$ cat config.mk
export PLATFORM = sky130hd
export DESIGN_NAME = rcgsp_cell
export DESIGN_NICKNAME = d
export VERILOG_FILES = /design/src/rtl/rcgsp_pkg.sv /design/src/rtl/rcgsp_cell.sv
export SDC_FILE = /design/constraint.sdc
export NUM_CORES = 1
export LEC_CHECK = 0
export BUFFER_PORTS_ARGS = -buffer_cell sky130_fd_sc_hd__buf_2
export CELL_PAD_IN_SITES_DETAIL_PLACEMENT = 1
export CELL_PAD_IN_SITES_GLOBAL_PLACEMENT = 1
export CORE_MARGIN = 3
export CORE_UTILIZATION = 40
export CTS_CLUSTER_SIZE = 14
export DETAILED_ROUTE_END_ITERATION = 10
export PLACE_DENSITY = 0.73
export RECOVER_POWER = 25
export SETUP_SLACK_MARGIN = 0.02
export SYNTH_ARGS = -nofsm -noshare
export SYNTH_HDL_FRONTEND = slang
export SYNTH_SLANG_ARGS = --single-unit
$ cat constraint.sdc
create_clock -name clk -period 4.3 [get_ports clk]
set_input_delay 0.43 -clock clk [delete_from_list [all_inputs] [get_ports clk]]
set_output_delay 0.43 -clock clk [all_outputs]
set_load 0.02 [all_outputs]
$ cat src/rtl/rcgsp_pkg.sv
package rcgsp_pkg;

  localparam int SLOTS      = 64;
  localparam int IDX_BITS   = $clog2(SLOTS);
  localparam int DEPTH_BITS = $clog2(SLOTS + 1);
  localparam int GEN_BITS   = 16;
  localparam int REF_BITS   = 16;
  localparam int KEY_BITS   = 64;

  localparam int HIDX_BITS  = 8;
  localparam int HGEN_BITS  = 16;
  localparam int KIND_BITS  = 2;
  localparam int STAT_BITS  = 3;
  localparam int OSLOT_BITS = 6;
  localparam int OGEN_BITS  = 16;

  localparam int IN_DATA_BITS  = 88;
  localparam int OUT_DATA_BITS = 24;

  localparam logic [KIND_BITS-1:0] KIND_LOAD    = 2'd0;
  localparam logic [KIND_BITS-1:0] KIND_RELEASE = 2'd1;
  localparam logic [KIND_BITS-1:0] KIND_GET     = 2'd2;

  localparam logic [STAT_BITS-1:0] ST_LOAD_HIT = 3'd0;
  localparam logic [STAT_BITS-1:0] ST_LOAD_NEW = 3'd1;
  localparam logic [STAT_BITS-1:0] ST_FULL     = 3'd2;
  localparam logic [STAT_BITS-1:0] ST_DEC      = 3'd3;
  localparam logic [STAT_BITS-1:0] ST_FREED    = 3'd4;
  localparam logic [STAT_BITS-1:0] ST_REJECT   = 3'd5;
  localparam logic [STAT_BITS-1:0] ST_LIVE     = 3'd6;

  localparam logic [2:0] OP_NOP   = 3'd0;
  localparam logic [2:0] OP_INC   = 3'd1;
  localparam logic [2:0] OP_DEC   = 3'd2;
  localparam logic [2:0] OP_FREE  = 3'd3;
  localparam logic [2:0] OP_ALLOC = 3'd4;

  typedef struct packed {
    logic [2:0]          op;
    logic [KEY_BITS-1:0] key;
  } cell_cmd_t;

  typedef struct packed {
    logic                live;
    logic [GEN_BITS-1:0] gen;
    logic [REF_BITS-1:0] refs;
  } cell_stat_t;

endpackage

$ cat src/rtl/rcgsp_cell.sv
module rcgsp_cell
  import rcgsp_pkg::*;
(
  input  logic       clk,
  input  logic       rst_n,
  input  cell_cmd_t  cmd,
  input  logic       en,
  output logic       match,
  output cell_stat_t stat
);

  logic                live_r, live_nxt;
  logic [GEN_BITS-1:0] gen_r, gen_nxt;
  logic [REF_BITS-1:0] refs_r, refs_nxt;
  logic [KEY_BITS-1:0] key_r;
  logic [GEN_BITS-1:0] gen_inc;

  assign gen_inc = gen_r + GEN_BITS'(1);

  always_comb begin
    live_nxt = live_r;
    gen_nxt  = gen_r;
    refs_nxt = refs_r;
    if (en) begin
      case (cmd.op)
        OP_INC: begin
          if (refs_r != '1) begin
            refs_nxt = refs_r + REF_BITS'(1);
          end
        end
        OP_DEC: begin
          refs_nxt = refs_r - REF_BITS'(1);
        end
        OP_FREE: begin
          live_nxt = 1'b0;
          refs_nxt = '0;
          gen_nxt  = gen_inc;
        end
        OP_ALLOC: begin
          live_nxt = 1'b1;
          refs_nxt = REF_BITS'(1);
          gen_nxt  = (gen_inc == '0) ? GEN_BITS'(1) : gen_inc;
        end
        default: begin
        end
      endcase
    end
  end

  always_ff @(posedge clk) begin
    if (!rst_n) begin
      live_r <= 1'b0;
      gen_r  <= '0;
      refs_r <= '0;
    end else begin
      live_r <= live_nxt;
      gen_r  <= gen_nxt;
      refs_r <= refs_nxt;
    end
  end

  always_ff @(posedge clk) begin
    if (en && cmd.op == OP_ALLOC) begin
      key_r <= cmd.key;
    end
  end

  assign match = live_r && (key_r == cmd.key);
  assign stat  = '{live: live_r, gen: gen_r, refs: refs_r};

endmodule

==> out/metrics.csv <==
metric;value;unit
status;completed;
min_path_type;primary input to flop;
wl;13.3;mm
timing.rr.start;refs_r[0];
rows;40;
finalCritPeriodShare;65.4;%
hold_buffers;0;
antenna_found_initial;2;
slew_viol_final;0;
grt_pass1_wl;21.9;mm
cap_viol_max_count;0;
reg2reg_setup_slack;1.92;ns
layout_commonest_cell;edfxtp_1;
finalHoldViolCount;0;
tns;0;ns
rsz0062_at_grt;no;
max-slew-margin-rel;38.5;%
crit_path_end_kind;flop;
switching_share;23.6;%
gp_congestion;0.884;
route.detailed.drc;0;
synth_area;5090;um^2
cp.arrival;3.04;ns
fmax;356;MHz
syn_inst;469;
path_clk_slew;0.06;ns
htreeDepth;3;
worstSkewPairLatency;0.35;ns
setup_viol;0;
r2r_end;refs_r[12];
hold_path_end;key_r[50];
initial_core_util;41.7;%
yosysWarningCount;0;
cts_resized;0;
clkSinkCount;97;
synth_ff_type;edfxtp_1;
num_antenna_cells;0;
cp_max_fo;16;
tightest_slew;0.922;ns
synth-seq-cells;97;
cpPeakStageDelay;0.34;ns
io_pins;104;
syn-num-nets;555;
cellInternalPower;1.49;mW
cts_tree;done;
synthArstFlopShare;0;%
fp.dieH;119;um
leakage;2.28;nW
period_minus_slack;2.81;ns
min_delay_path_depth;1;
seqPwrFrac;52.7;%
nets;654;
power_density;328;nW/um^2
min-delay-start;cmd[50];
die_x;119;um
numCtsBuffers;9;
dr.pass1.iters;4;
critPathTopFamily;compound AO/OA/AOI/OAI gates;
grt_overflow;0;
path_cells;buf_2, nand3_1, inv_2, ha_1, a21oi_1, nor2b_1, a211oi_1, o31a_1, or3_1, a32o_1;
port_buffers;103;
ir_drop;0.157;mV
most-common-layout-cells;64 x edfxtp_1, 59 x buf_2, 45 x clkbuf_1;
syn_avg_cell_area;10.8;um^2
core_region_area;12200;um^2
ys_types;63;
reg2reg_depth;8;
combPwrFrac;8.5;%
finalClockSkew;0.00606;ns
synth_edf_count;64;
avgRoutedWirePerCell;18.0;um
place_hpwl;10.0;mm
slowest_stage;ha_1;
ys_seq_area_share;50.8;%
p_sw;0.462;mW
grt_pass1_vias;4262;
routed-via-count;4059;
syn_to_final_growth;17.3;%
cts.path.max_buffers;2;
cts_setup_buffers;0;
vias_per_cell;5.48;
drt_iter0_drc;270;
grt_max_degree;44;
post-route-util;48.9;%
crit_required;4.53;ns
grtUsageTotal;19.3;%
n_fill_cell;1439;
path_class;primary input to flop;
layout-drive-gt1-share;14.5;%
antenna_left;0;
start_kind;primary input;
clock_power_share;38.8;%
dieArea;14100;um^2
root_buffer;clkbuf_16;
critPathBufInv;2;
[layer usage]
layer	GRT usage (%)	up-vias	part of all wire (%)
met3	3.97	17	4.3
met2	31.4	81	48
met5	0	-	0.20
met4	7.60	4	1.7
met1	25.1	2001	45
li1	-	1956	-
[worst max-delay path by stage]
stage,startpoint,end,cells past startpoint,slack [ns]
finish,cmd[65],refs_r[12],10,1.49
global route,cmd[65],refs_r[12],10,1.26
CTS,cmd[65],refs_r[12],10,1.53
detailed placement,cmd[65],refs_r[12],10,1.16
global placement,cmd[65],refs_r[12],10,1.26
floorplan,cmd[65],key_r[0],3,1.37
[layout make-up]
type	count	area (um^2)	share of cell area [%]
Sequential cell	97	2580	43.3
Inverter	28	105	1.76
Clock buffer	12	246	4.13
Multi-Input combinational cell	328	2330	39.0
Timing Repair Buffer	104	468	7.84
Clock inverter	4	27.5	0.461
Tap cell	168	210	3.52
[kinds of logic after synthesis]
logic type	share of synthesized area [%]
adders and majority gates	4.08
DFF	50.8
xor gates and xnor gates	12.2
and+or+nand+nor	14.5
AOI/OAI and AO/OA	14.5
buffers and inverters	3.54
muxes	0.394
[power by group through the flow]
stage	Clock, mW	Sequential (mW)	Combinational, mW
after floorplan	0	1.05	0.0926
after global placement	0	1.05	0.164
after detailed placement	0	1.05	0.172
after CTS	0.779	1.03	0.174
after global routing	0.823	1.03	0.184
final	0.759	1.03	0.166
[Yosys cell counts, types with 3 or more instances]
master,instances,area [um^2]
a21o_1,6,45.0
ha_1,15,188
dfxtp_1,33,661
o22ai_1,6,37.5
nand4_1,24,150
a211oi_1,6,45.0
buf_2,3,15.0
o21a_1,4,30.0
a221oi_1,3,26.3
nand3_1,23,115
nor4_1,9,56.3
a31oi_1,5,31.3
nand2_1,28,105
nor2_1,26,97.6
clkbuf_1,11,41.3
o21ai_1,5,25.0
o21ai_0,6,30.0
inv_1,27,101
edfxtp_1,64,1920
o211ai_1,3,22.5
xnor2_1,34,298
xor2_1,37,324
and2_1,3,18.8
and3_1,4,25.0
o2bb2ai_1,6,52.6
a22o_1,3,26.3
a21oi_1,20,100
nor3_1,8,40.0
or3_1,5,31.3
[worst reg2reg max path: stages (launching register included)]
cell	delay (ns)
dfxtp_1	0.42
inv_1	0.12
fa_1	0.48
nor2b_1	0.18
o211ai_1	0.16
a211oi_1	0.35
o31a_1	0.18
o21ai_0	0.08
a32o_1	0.28
[flip-flops by register name, summed over array words and instances (netlist names)]
register and cells:
live_r 1, refs_r 16, key_r 64, gen_r 16
[metrics by stage]
| step | area, um^2 | total power [mW] | instances | hold slack (ns) | worst slack [ns] |
|---|---|---|---|---|---|
| 2_1_floorplan | 5090 | 1.14 | 469 | 0.475 | 1.37 |
| 5_1_grt | 5970 | 2.04 | 741 | 0.260 | 1.26 |
| 4_1_cts | 6020 | 1.98 | 741 | 0.260 | 1.53 |
| 6_report | 5970 | 1.95 | 741 | 0.275 | 1.49 |
| 3_5_place_dp | 5750 | 1.22 | 725 | 0.499 | 1.16 |
| 3_3_place_gp | 5750 | 1.21 | 725 | 0.484 | 1.26 |
No activity file was read; power rests on OpenSTA's default activity.
