`src/rtl/rcgsp_ram.sv`:
```
module rcgsp_ram #(
  parameter int WIDTH = 8,
  parameter int DEPTH = 64
) (
  input  logic                     clk,
  input  logic                     we,
  input  logic [$clog2(DEPTH)-1:0] waddr,
  input  logic [WIDTH-1:0]         wdata,
  input  logic [$clog2(DEPTH)-1:0] raddr,
  output logic [WIDTH-1:0]         rdata
);

  logic [WIDTH-1:0] mem [DEPTH];
  logic [WIDTH-1:0] rdata_r;

  always_ff @(posedge clk) begin
    if (we) begin
      mem[waddr] <= wdata;
    end
    rdata_r <= mem[raddr];
  end

  assign rdata = rdata_r;

endmodule

```
`config.mk`:
```
export PLATFORM = sky130hd
export DESIGN_NAME = rcgsp_ram
export DESIGN_NICKNAME = d
export VERILOG_FILES = /design/src/rtl/rcgsp_ram.sv
export SDC_FILE = /design/constraint.sdc
export NUM_CORES = 1
export LEC_CHECK = 0
export ABC_AREA = 1
export BUFFER_PORTS_ARGS = -buffer_cell sky130_fd_sc_hd__buf_2
export CAP_MARGIN = 10
export CORE_UTILIZATION = 63
export DETAILED_ROUTE_END_ITERATION = 6
export PLACE_DENSITY = 0.79
export SLEW_MARGIN = 20
export SYNTH_ARGS = -nofsm -noshare
export SYNTH_HDL_FRONTEND = slang
export SYNTH_SLANG_ARGS = --single-unit
```
`constraint.sdc`:
```
create_clock -name clk -period 2.2 [get_ports clk]
set_input_delay 0.11 -clock clk [delete_from_list [all_inputs] [get_ports clk]]
set_output_delay 0.11 -clock clk [all_outputs]
set_load 0.02 [all_outputs]
```
==> run summary, run 1 <==
The run finished with clean final reports. The smallest clock period supported by the final layout is computed as 1.361 ns. After synthesis the netlist holds a flip-flop and latch count of 520. The final hold violation count came out at 0. The worst IR drop on VDD was 0.5862 mV. In the routed design, unresolved DRC markers number 0. Dividing the synthesized area by the synthesized cell count gives 11.82 µm². Port buffering added 29 buffers. The number of gates resized after CTS was 0. The total area inside the core boundary comes to 33450 µm². The logs give 1827 for the net count after synthesis and 16 for the count of unique library cells instantiated by Yosys. The setup path with the least slack is of type reg -> reg. The total wirelength of the detailed-routed design is 52420 µm.

The tools report the number of placement rows as 67. The internal power of the cells totals 16.28 mW. The tools report the net switching component of the power as 4.542 mW. The die outline height is 186.0 µm, and the total number of nets in the final design is 1907. The worst setup path is captured at a flop. The initial utilization of the core area, before any placement, comes to 63.80%. The first global-routing pass estimated 79340 µm of wire.

The worst setup path is launched from a flop. Worst relative slew slack: 46.65%. Post-synthesis instance total: 1805. Once detailed placement completed, the half-perimeter wirelength came to 30410 µm. For the setup slack at placement, the log shows 0.4429 ns. The switching part of the total power is 21.81%, and the number of nets with antenna violations after routing is 0. For this run, the total global-route usage over all layers was measured as 31.14%.

For the share of total power in combinational logic, the log shows 6.5%. The die is 186.0 µm wide. The clock transition at the registers of the reported paths was 0.06 ns. CTS placed an instance of sky130_fd_sc_hd__clkbuf_16 at the clock tree root.

The path class of the lowest-slack min-delay path was in -> reg. In this run the biggest area consumer among cell types represents 72.05% of the synthesized area. In the finished design, the share of the clock period the worst path needs comes to 61.86%. CTS built an H-tree with a depth of 2. Cell with the largest stage delay on the worst path: sky130_fd_sc_hd__edfxtp_1. The tools report the hold buffer count at CTS as 1. The run gives 30 as the number of placed I/O pins. Dividing the detail-routed via count by the number of cells gives 6.116.

The total clock sinks was 520. The residual overflow from global routing was 0. The number of warnings reported in the yosys synthesis log was 0. The logs give 0 for the number of buffers added for setup after CTS and 13680 for the via count of the first global-routing pass. Die outline area: 34610 µm².

The highest fanout seen on the critical path is 1, and the placer's final routability congestion estimate is 0.9189. The design draws 20.82 mW. The power density over the cells is 870.0 nW/µm². The growth of design area from synthesis to finish works out to 12.17%. Ranked by total cell area, the synthesized netlist is headed by sky130_fd_sc_hd__edfxtp_1 72%, sky130_fd_sc_hd__nand2_1 11%, sky130_fd_sc_hd__nand3_1 10%, sky130_fd_sc_hd__buf_6 1.8%, sky130_fd_sc_hd__nor2_1 0.99%. The library cell with the largest summed area after synthesis was sky130_fd_sc_hd__edfxtp_1. The clock passes through at most 3 buffers.

The average detailed-routed wire length per instance was 22.07 µm; the transition time at the pin with the least slew margin was 0.8003 ns. The via total after detailed routing was 14530. The clock network burns 40.7% of the power.

Registers are responsible for 52.8% of the overall power. The critical path goes through nand2_1 -> nand3_1 -> nand3_1 -> nand2_1 -> nand2_1 -> nand3_1 -> nand3_1 -> nand2_1. The tools report the number of antenna violations at the first check in global routing as 2.

The sequential area share after synthesis is 72.80%, and the critical path data arrival time is 1.80 ns. After layout, the worst setup slack is 0.8390 ns. Static timing analysis puts the maximum clock frequency at 734.8 MHz. The number of maximum-capacitance violations came out at 0. The largest net degree at the start of global routing was 129. The share of layout cells above drive strength 1 was 11.01%; the maximum single-stage delay on the critical path was 0.37 ns. For this design the static power due to leakage is 8.811 nW.

TritonCTS built the clock tree. The tools report the total negative setup slack as 0 ns. Setup violations remaining at the end of the flow were counted as 0. The DRC marker count from the first detailed-route iteration is 2163. Clock skew on the completed layout was measured at 0.02097 ns.

Mapped cell area: 21340 µm². For the worst setup path, the data required time is 2.64 ns. The count of TritonRoute iterations in the first routing pass was 6; the worst hold-check slack was 0.06881 ns. Total count of max-transition violations in the final report: 0. The later pin in the worst-skew pair is clocked with a latency of 0.57 ns. Setup repair after global routing left no endpoint under its margin. In this run, CTS created clock tree buffers numbering 50.
[final timing paths]
kind / start / end / slack (ns) / cells after the start
max reg2reg: mem[50][4] / rdata[4] / 0.84 / 8
max: mem[50][4] / rdata[4] / 0.84 / 8
min reg2reg: mem[52][7] / rdata[7] / 0.84 / 8
min: wdata[0] / mem[16][0] / 0.07 / 1
[metrics by stage]
step,area (µm²),util [%],std cells
6_report,23940,71.56,2375
3_5_place_dp,22290,66.65,2280
4_1_cts,23930,71.54,2373
2_1_floorplan,21340,-,1805
5_1_grt,23940,71.56,2375
3_3_place_gp,22290,66.65,2280
[metal layers]
metal / track usage (%) / routed length (µm) / vias to the layer above
li1: - / - / 6503
met1: 45.44 / 20070 / 6856
met2: 47.96 / 24660 / 1035
met3: 5.165 / 6039 / 131
met4: 10.66 / 1651 / 0
met5: 0 / 0 / -
[logic make-up after synthesis]
| family | after synthesis | synth area share (%) |
|---|---|---|
| flops | 520 | 72.80 |
| simple gates | 1160 | 23.18 |
| buf+inv | 125 | 4.022 |
[cells in the mapped netlist]
cell type                    n
sky130_fd_sc_hd__edfxtp_1  512
sky130_fd_sc_hd__nand4_1     9
sky130_fd_sc_hd__buf_1      10
sky130_fd_sc_hd__buf_4      14
sky130_fd_sc_hd__buf_2      37
sky130_fd_sc_hd__dfxtp_1     8
sky130_fd_sc_hd__nand3_1   439
sky130_fd_sc_hd__inv_6       1
sky130_fd_sc_hd__nand2_1   648
sky130_fd_sc_hd__buf_6      35
sky130_fd_sc_hd__nor4_1      8
sky130_fd_sc_hd__inv_2       1
sky130_fd_sc_hd__buf_8       2
sky130_fd_sc_hd__nor2_1     56
sky130_fd_sc_hd__inv_1      10
sky130_fd_sc_hd__clkbuf_1   15
[registers in the layout (all words and copies together) (netlist names)]
register / cells
rdata: 8
mem: 512
[power groups by stage]
stage | clock, mW | sequential, mW | combinational [mW]
2_1_floorplan | 0 | 11.2 | 0.771
3_3_place_gp | 0 | 11.2 | 1.28
3_5_place_dp | 0 | 11.2 | 1.31
4_1_cts | 8.53 | 11.0 | 1.33
5_1_grt | 8.91 | 11.0 | 1.45
6_report | 8.47 | 11.0 | 1.35
[cells in the final DEF, fill, tap and decap left out, drive strengths merged]
| master | netlist | final |
|---|---|---|
| nand2 | 648 | 648 |
| edfxtp | 512 | 512 |
| nand3 | 439 | 439 |
| buf | 98 | 140 |
| clkbuf | 15 | 63 |
| nor2 | 56 | 56 |
| clkinv | 0 | 21 |
| inv | 12 | 13 |
| nand4 | 9 | 9 |
| nor4 | 8 | 8 |
| dfxtp | 8 | 8 |
| bufinv | 0 | 5 |
| diode | 0 | 2 |
| clkinvlp | 0 | 2 |
| dlygate4sd3 | 0 | 1 |
[worst max-delay path, delay by kind of cell (launching register included)]
kind | cells | cell delay [ns]
simple gates | 8 | 0.88
flops | 1 | 0.37
[layout make-up]
class / instances / area, µm²
repair buffers: 141 / 1210
diodes: 2 / 5.005
multi-input cells: 1160 / 4946
fillers: 2162 / 9513
flip-flops and latches: 520 / 15530
well taps: 448 / 560.5
inverters: 12 / 52.55
clock inverters: 29 / 262.8
clock buffers: 63 / 1364
Power figures use the tool's default switching activity.
==> run 2: changes to the inputs <==
- CORE_UTILIZATION: 63 -> 57
- PLACE_DENSITY: 0.79 -> 0.75
- clock period: 2.2 -> 1.25 ns (I/O delays scaled with it)
==> run 2 against run 1 <==
Against the previous run:
- register-to-register slack worse by 0.79 ns
- critical path depth unchanged
- cell count up 2.9%
- critical path type unchanged
==> run summary, run 2 (synthesized netlist as in run 1, its figures left out) <==
The flow ran to the end, and the final reports show no timing, DRC or antenna violations. The run gives 14030 (was 13680) as the via count of the first global-routing pass. Count of final setup violators: 0 (unchanged). The largest clock skew in the final design was 0.01408 ns (was 0.02097 ns); the number of input and output port buffers inserted was 29 (unchanged).

The count of TritonRoute iterations in the first routing pass was 6 (unchanged). The number of placement rows was 70 (was 67). The number of buffers added for setup after CTS came out at 0 (unchanged). The highest fanout seen on the critical path was 1 (unchanged); the worst IR drop on VDD was 0.9443 mV (was 0.5862 mV).

For the total count of max-transition violations in the final report, the log shows 0 (unchanged). The final critical-path required period was 1.205 ns (was 1.361 ns); the via total after detailed routing was 14530 (about the same). For the total number of nets in the final design, the log shows 1960 (was 1907). The tools report the number of nets with antenna violations after routing as 0 (unchanged).

The die outline height was 195.5 µm (was 186.0 µm); the transition time at the pin with the least slew margin was 0.7485 ns (was 0.8003 ns). The critical path data arrival time is 1.67 ns (was 1.80 ns). The final hold violation count was 0 (unchanged). The die outline area came out at 38210 µm² (was 34610 µm²).

The number of flip-flops in the largest register came out at 512 (unchanged). The residual overflow from global routing was 0 (unchanged); the per-cell via count in the routed design was 5.947 (was 6.116). For the number of H-tree branching levels, the log shows 2 (unchanged). The post-route cell area is 25400 µm² (was 23940 µm²), and the setup slack at placement is -0.3781 ns (was 0.4429 ns). Setup repair after global routing could not meet its margin everywhere. The clock latency reported for the late side of the worst-skew pair is 0.56 ns (was 0.57 ns), and the overall global routing resource usage is 27.96% (was 31.14%). The worst relative slew slack was 49.92% (was 46.65%); the maximum buffer depth of the clock tree was 3 (unchanged). The most flop-heavy register is mem (unchanged). The reported leakage power was 9.286 nW (was 8.811 nW). The logs give 0 (was 2) for the number of antenna violations at the first check in global routing and 1.71 ns (was 2.64 ns) for the required time of the worst setup path. The run gives 32800 µm (was 30410 µm) as the detailed placer's ending HPWL.

The final worst setup slack came out at 0.04521 ns (was 0.8390 ns). The tools report the root buffer cell as sky130_fd_sc_hd__clkbuf_16 (unchanged). The path class of the lowest-slack min-delay path was in -> reg (unchanged). The final design utilization is 69.21% (was 71.56%). The clock transition at the registers of the reported paths came out at 0.07 ns (was 0.06 ns). The total power draw was 37.09 mW (was 20.82 mW); the total clock sinks was 520 (unchanged). The run gives 0 (unchanged) as the number of maximum-capacitance violations.

TritonCTS built the clock tree. The chip width was 195.5 µm (was 186.0 µm); the total wirelength of the detailed-routed design was 52500 µm (was 52420 µm). Highest-count cells in the layout ignoring fill and taps: 634 x sky130_fd_sc_hd__nand2_1, 512 x sky130_fd_sc_hd__edfxtp_1, 365 x sky130_fd_sc_hd__nand3_1 (was 648 x sky130_fd_sc_hd__nand2_1, 512 x sky130_fd_sc_hd__edfxtp_1, 439 x sky130_fd_sc_hd__nand3_1). For the placer's final routability congestion estimate, the log shows 0.9053 (was 0.9189).

The worst hold-check slack came out at 0.03703 ns (was 0.06881 ns). Kind of start point of the critical path: a flop (unchanged). The layout filler cell count is 2416 (was 2162). The tools report the largest net degree at the start of global routing as 65 (was 129). For the total cell area at the placement stage, the log shows 23340 µm² (was 22290 µm²). The kind of critical path is reg -> reg (unchanged). The tools report the post-detailed-route DRC marker count as 0 (unchanged). The average detailed-routed wire length per instance is 21.49 µm (was 22.07 µm). The TritonCTS buffer count was 49 (was 50); the growth of design area from synthesis to finish was 19.02% (was 12.17%). The DRC marker count from the first detailed-route iteration was 1687 (was 2163); the number of placed I/O pins was 30 (unchanged). The share of layout cells above drive strength 1 was 20.35% (was 11.01%). The power density over the cells came out at 1460 nW/µm² (was 870.0 nW/µm²). The most frequent standard cell in the layout excluding fill and tap cells is sky130_fd_sc_hd__nand2_1 (unchanged). The run gives 0 (was 2) as the total inserted antenna cells. The nature of the critical path endpoint was a flop (unchanged). Initial core utilization: 58.15% (was 63.80%).

The global-route wire length before repair was 80760 µm (was 79340 µm). Total core area: 36700 µm² (was 33450 µm²). The maximum achievable frequency was 830.0 MHz (was 734.8 MHz). The fraction of the cycle the final worst path needs was 96.38% (was 61.86%).
run 2: cell types whose count changed in the layout (fill, tap and decap cells not counted), sizes merged:
cell | previous run | this run
bufinv | 5 | 8
inv | 13 | 11
clkbuf | 63 | 58
buf | 140 | 190
dlygate4sd3 | 1 | 5
diode | 2 | 0
run 2: critical path: stages (launching register included):
cell and delay (ns):
sky130_fd_sc_hd__edfxtp_1 0.36, sky130_fd_sc_hd__nand2_1 0.08, sky130_fd_sc_hd__nand3_1 0.12, sky130_fd_sc_hd__nand3_2 0.11
sky130_fd_sc_hd__nand2_1 0.10, sky130_fd_sc_hd__nand2_1 0.11, sky130_fd_sc_hd__nand3_2 0.09, sky130_fd_sc_hd__nand3_2 0.10
sky130_fd_sc_hd__nand2_1 0.05
run 2: final timing paths:
kind | from | endpoint | slack (ns) | cells after the start
worst max-delay path | mem[51][6] | rdata[6] | 0.05 | 8
worst max register to register | mem[51][6] | rdata[6] | 0.05 | 8
worst min-delay path | wdata[6] | mem[36][6] | 0.04 | 2
worst min register to register | mem[32][1] | rdata[1] | 0.83 | 8
run 2: repair_timing:
item                                   in CTS  in global routing
endpoints found under the hold margin      47                  0
hold buffers                                5                  0
gates cloned                                0                  0
pin swaps                                   2                 28
resized for setup                           8                 80
setup endpoints to repair                   8                  8
run 2: through the flow:
step / setup TNS [ns] / cells
5_1_grt: -0.07828 / 2443
4_1_cts: 0 / 2443
3_5_place_dp: -81.77 / 2350
2_1_floorplan: -104.60 / 1805
3_3_place_gp: -69.62 / 2350
6_report: 0 / 2443
run 2: routing by layer:
metal | routed length [µm] | global-route usage (%) | share of wire [%] | vias up
met1 | 20700 | 40.31 | 39 | 6940
met5 | 0 | 0 | 0 | -
met4 | 1473 | 8.253 | 2.8 | 0
met2 | 24840 | 43.97 | 47 | 857
li1 | - | - | - | 6622
met3 | 5485 | 4.940 | 10 | 110
run 2: area by class of cell:
cell class / instances / area (µm²) / share of cell area, %
Multi-Input combinational cell: 1160 / 5647 / 22.23
Tap cell: 468 / 585.6 / 2.306
Clock inverter: 30 / 336.6 / 1.325
Timing Repair Buffer: 195 / 1963 / 7.729
Sequential cell: 520 / 15530 / 61.17
Inverter: 12 / 71.32 / 0.2808
Clock buffer: 58 / 1260 / 4.961
run 2: power breakdown:
group	total [mW]	internal, mW	switching [mW]
combinational	2.83	0.913	1.92
clock	14.9	8.80	6.11
sequential	19.3	19.3	0.0578
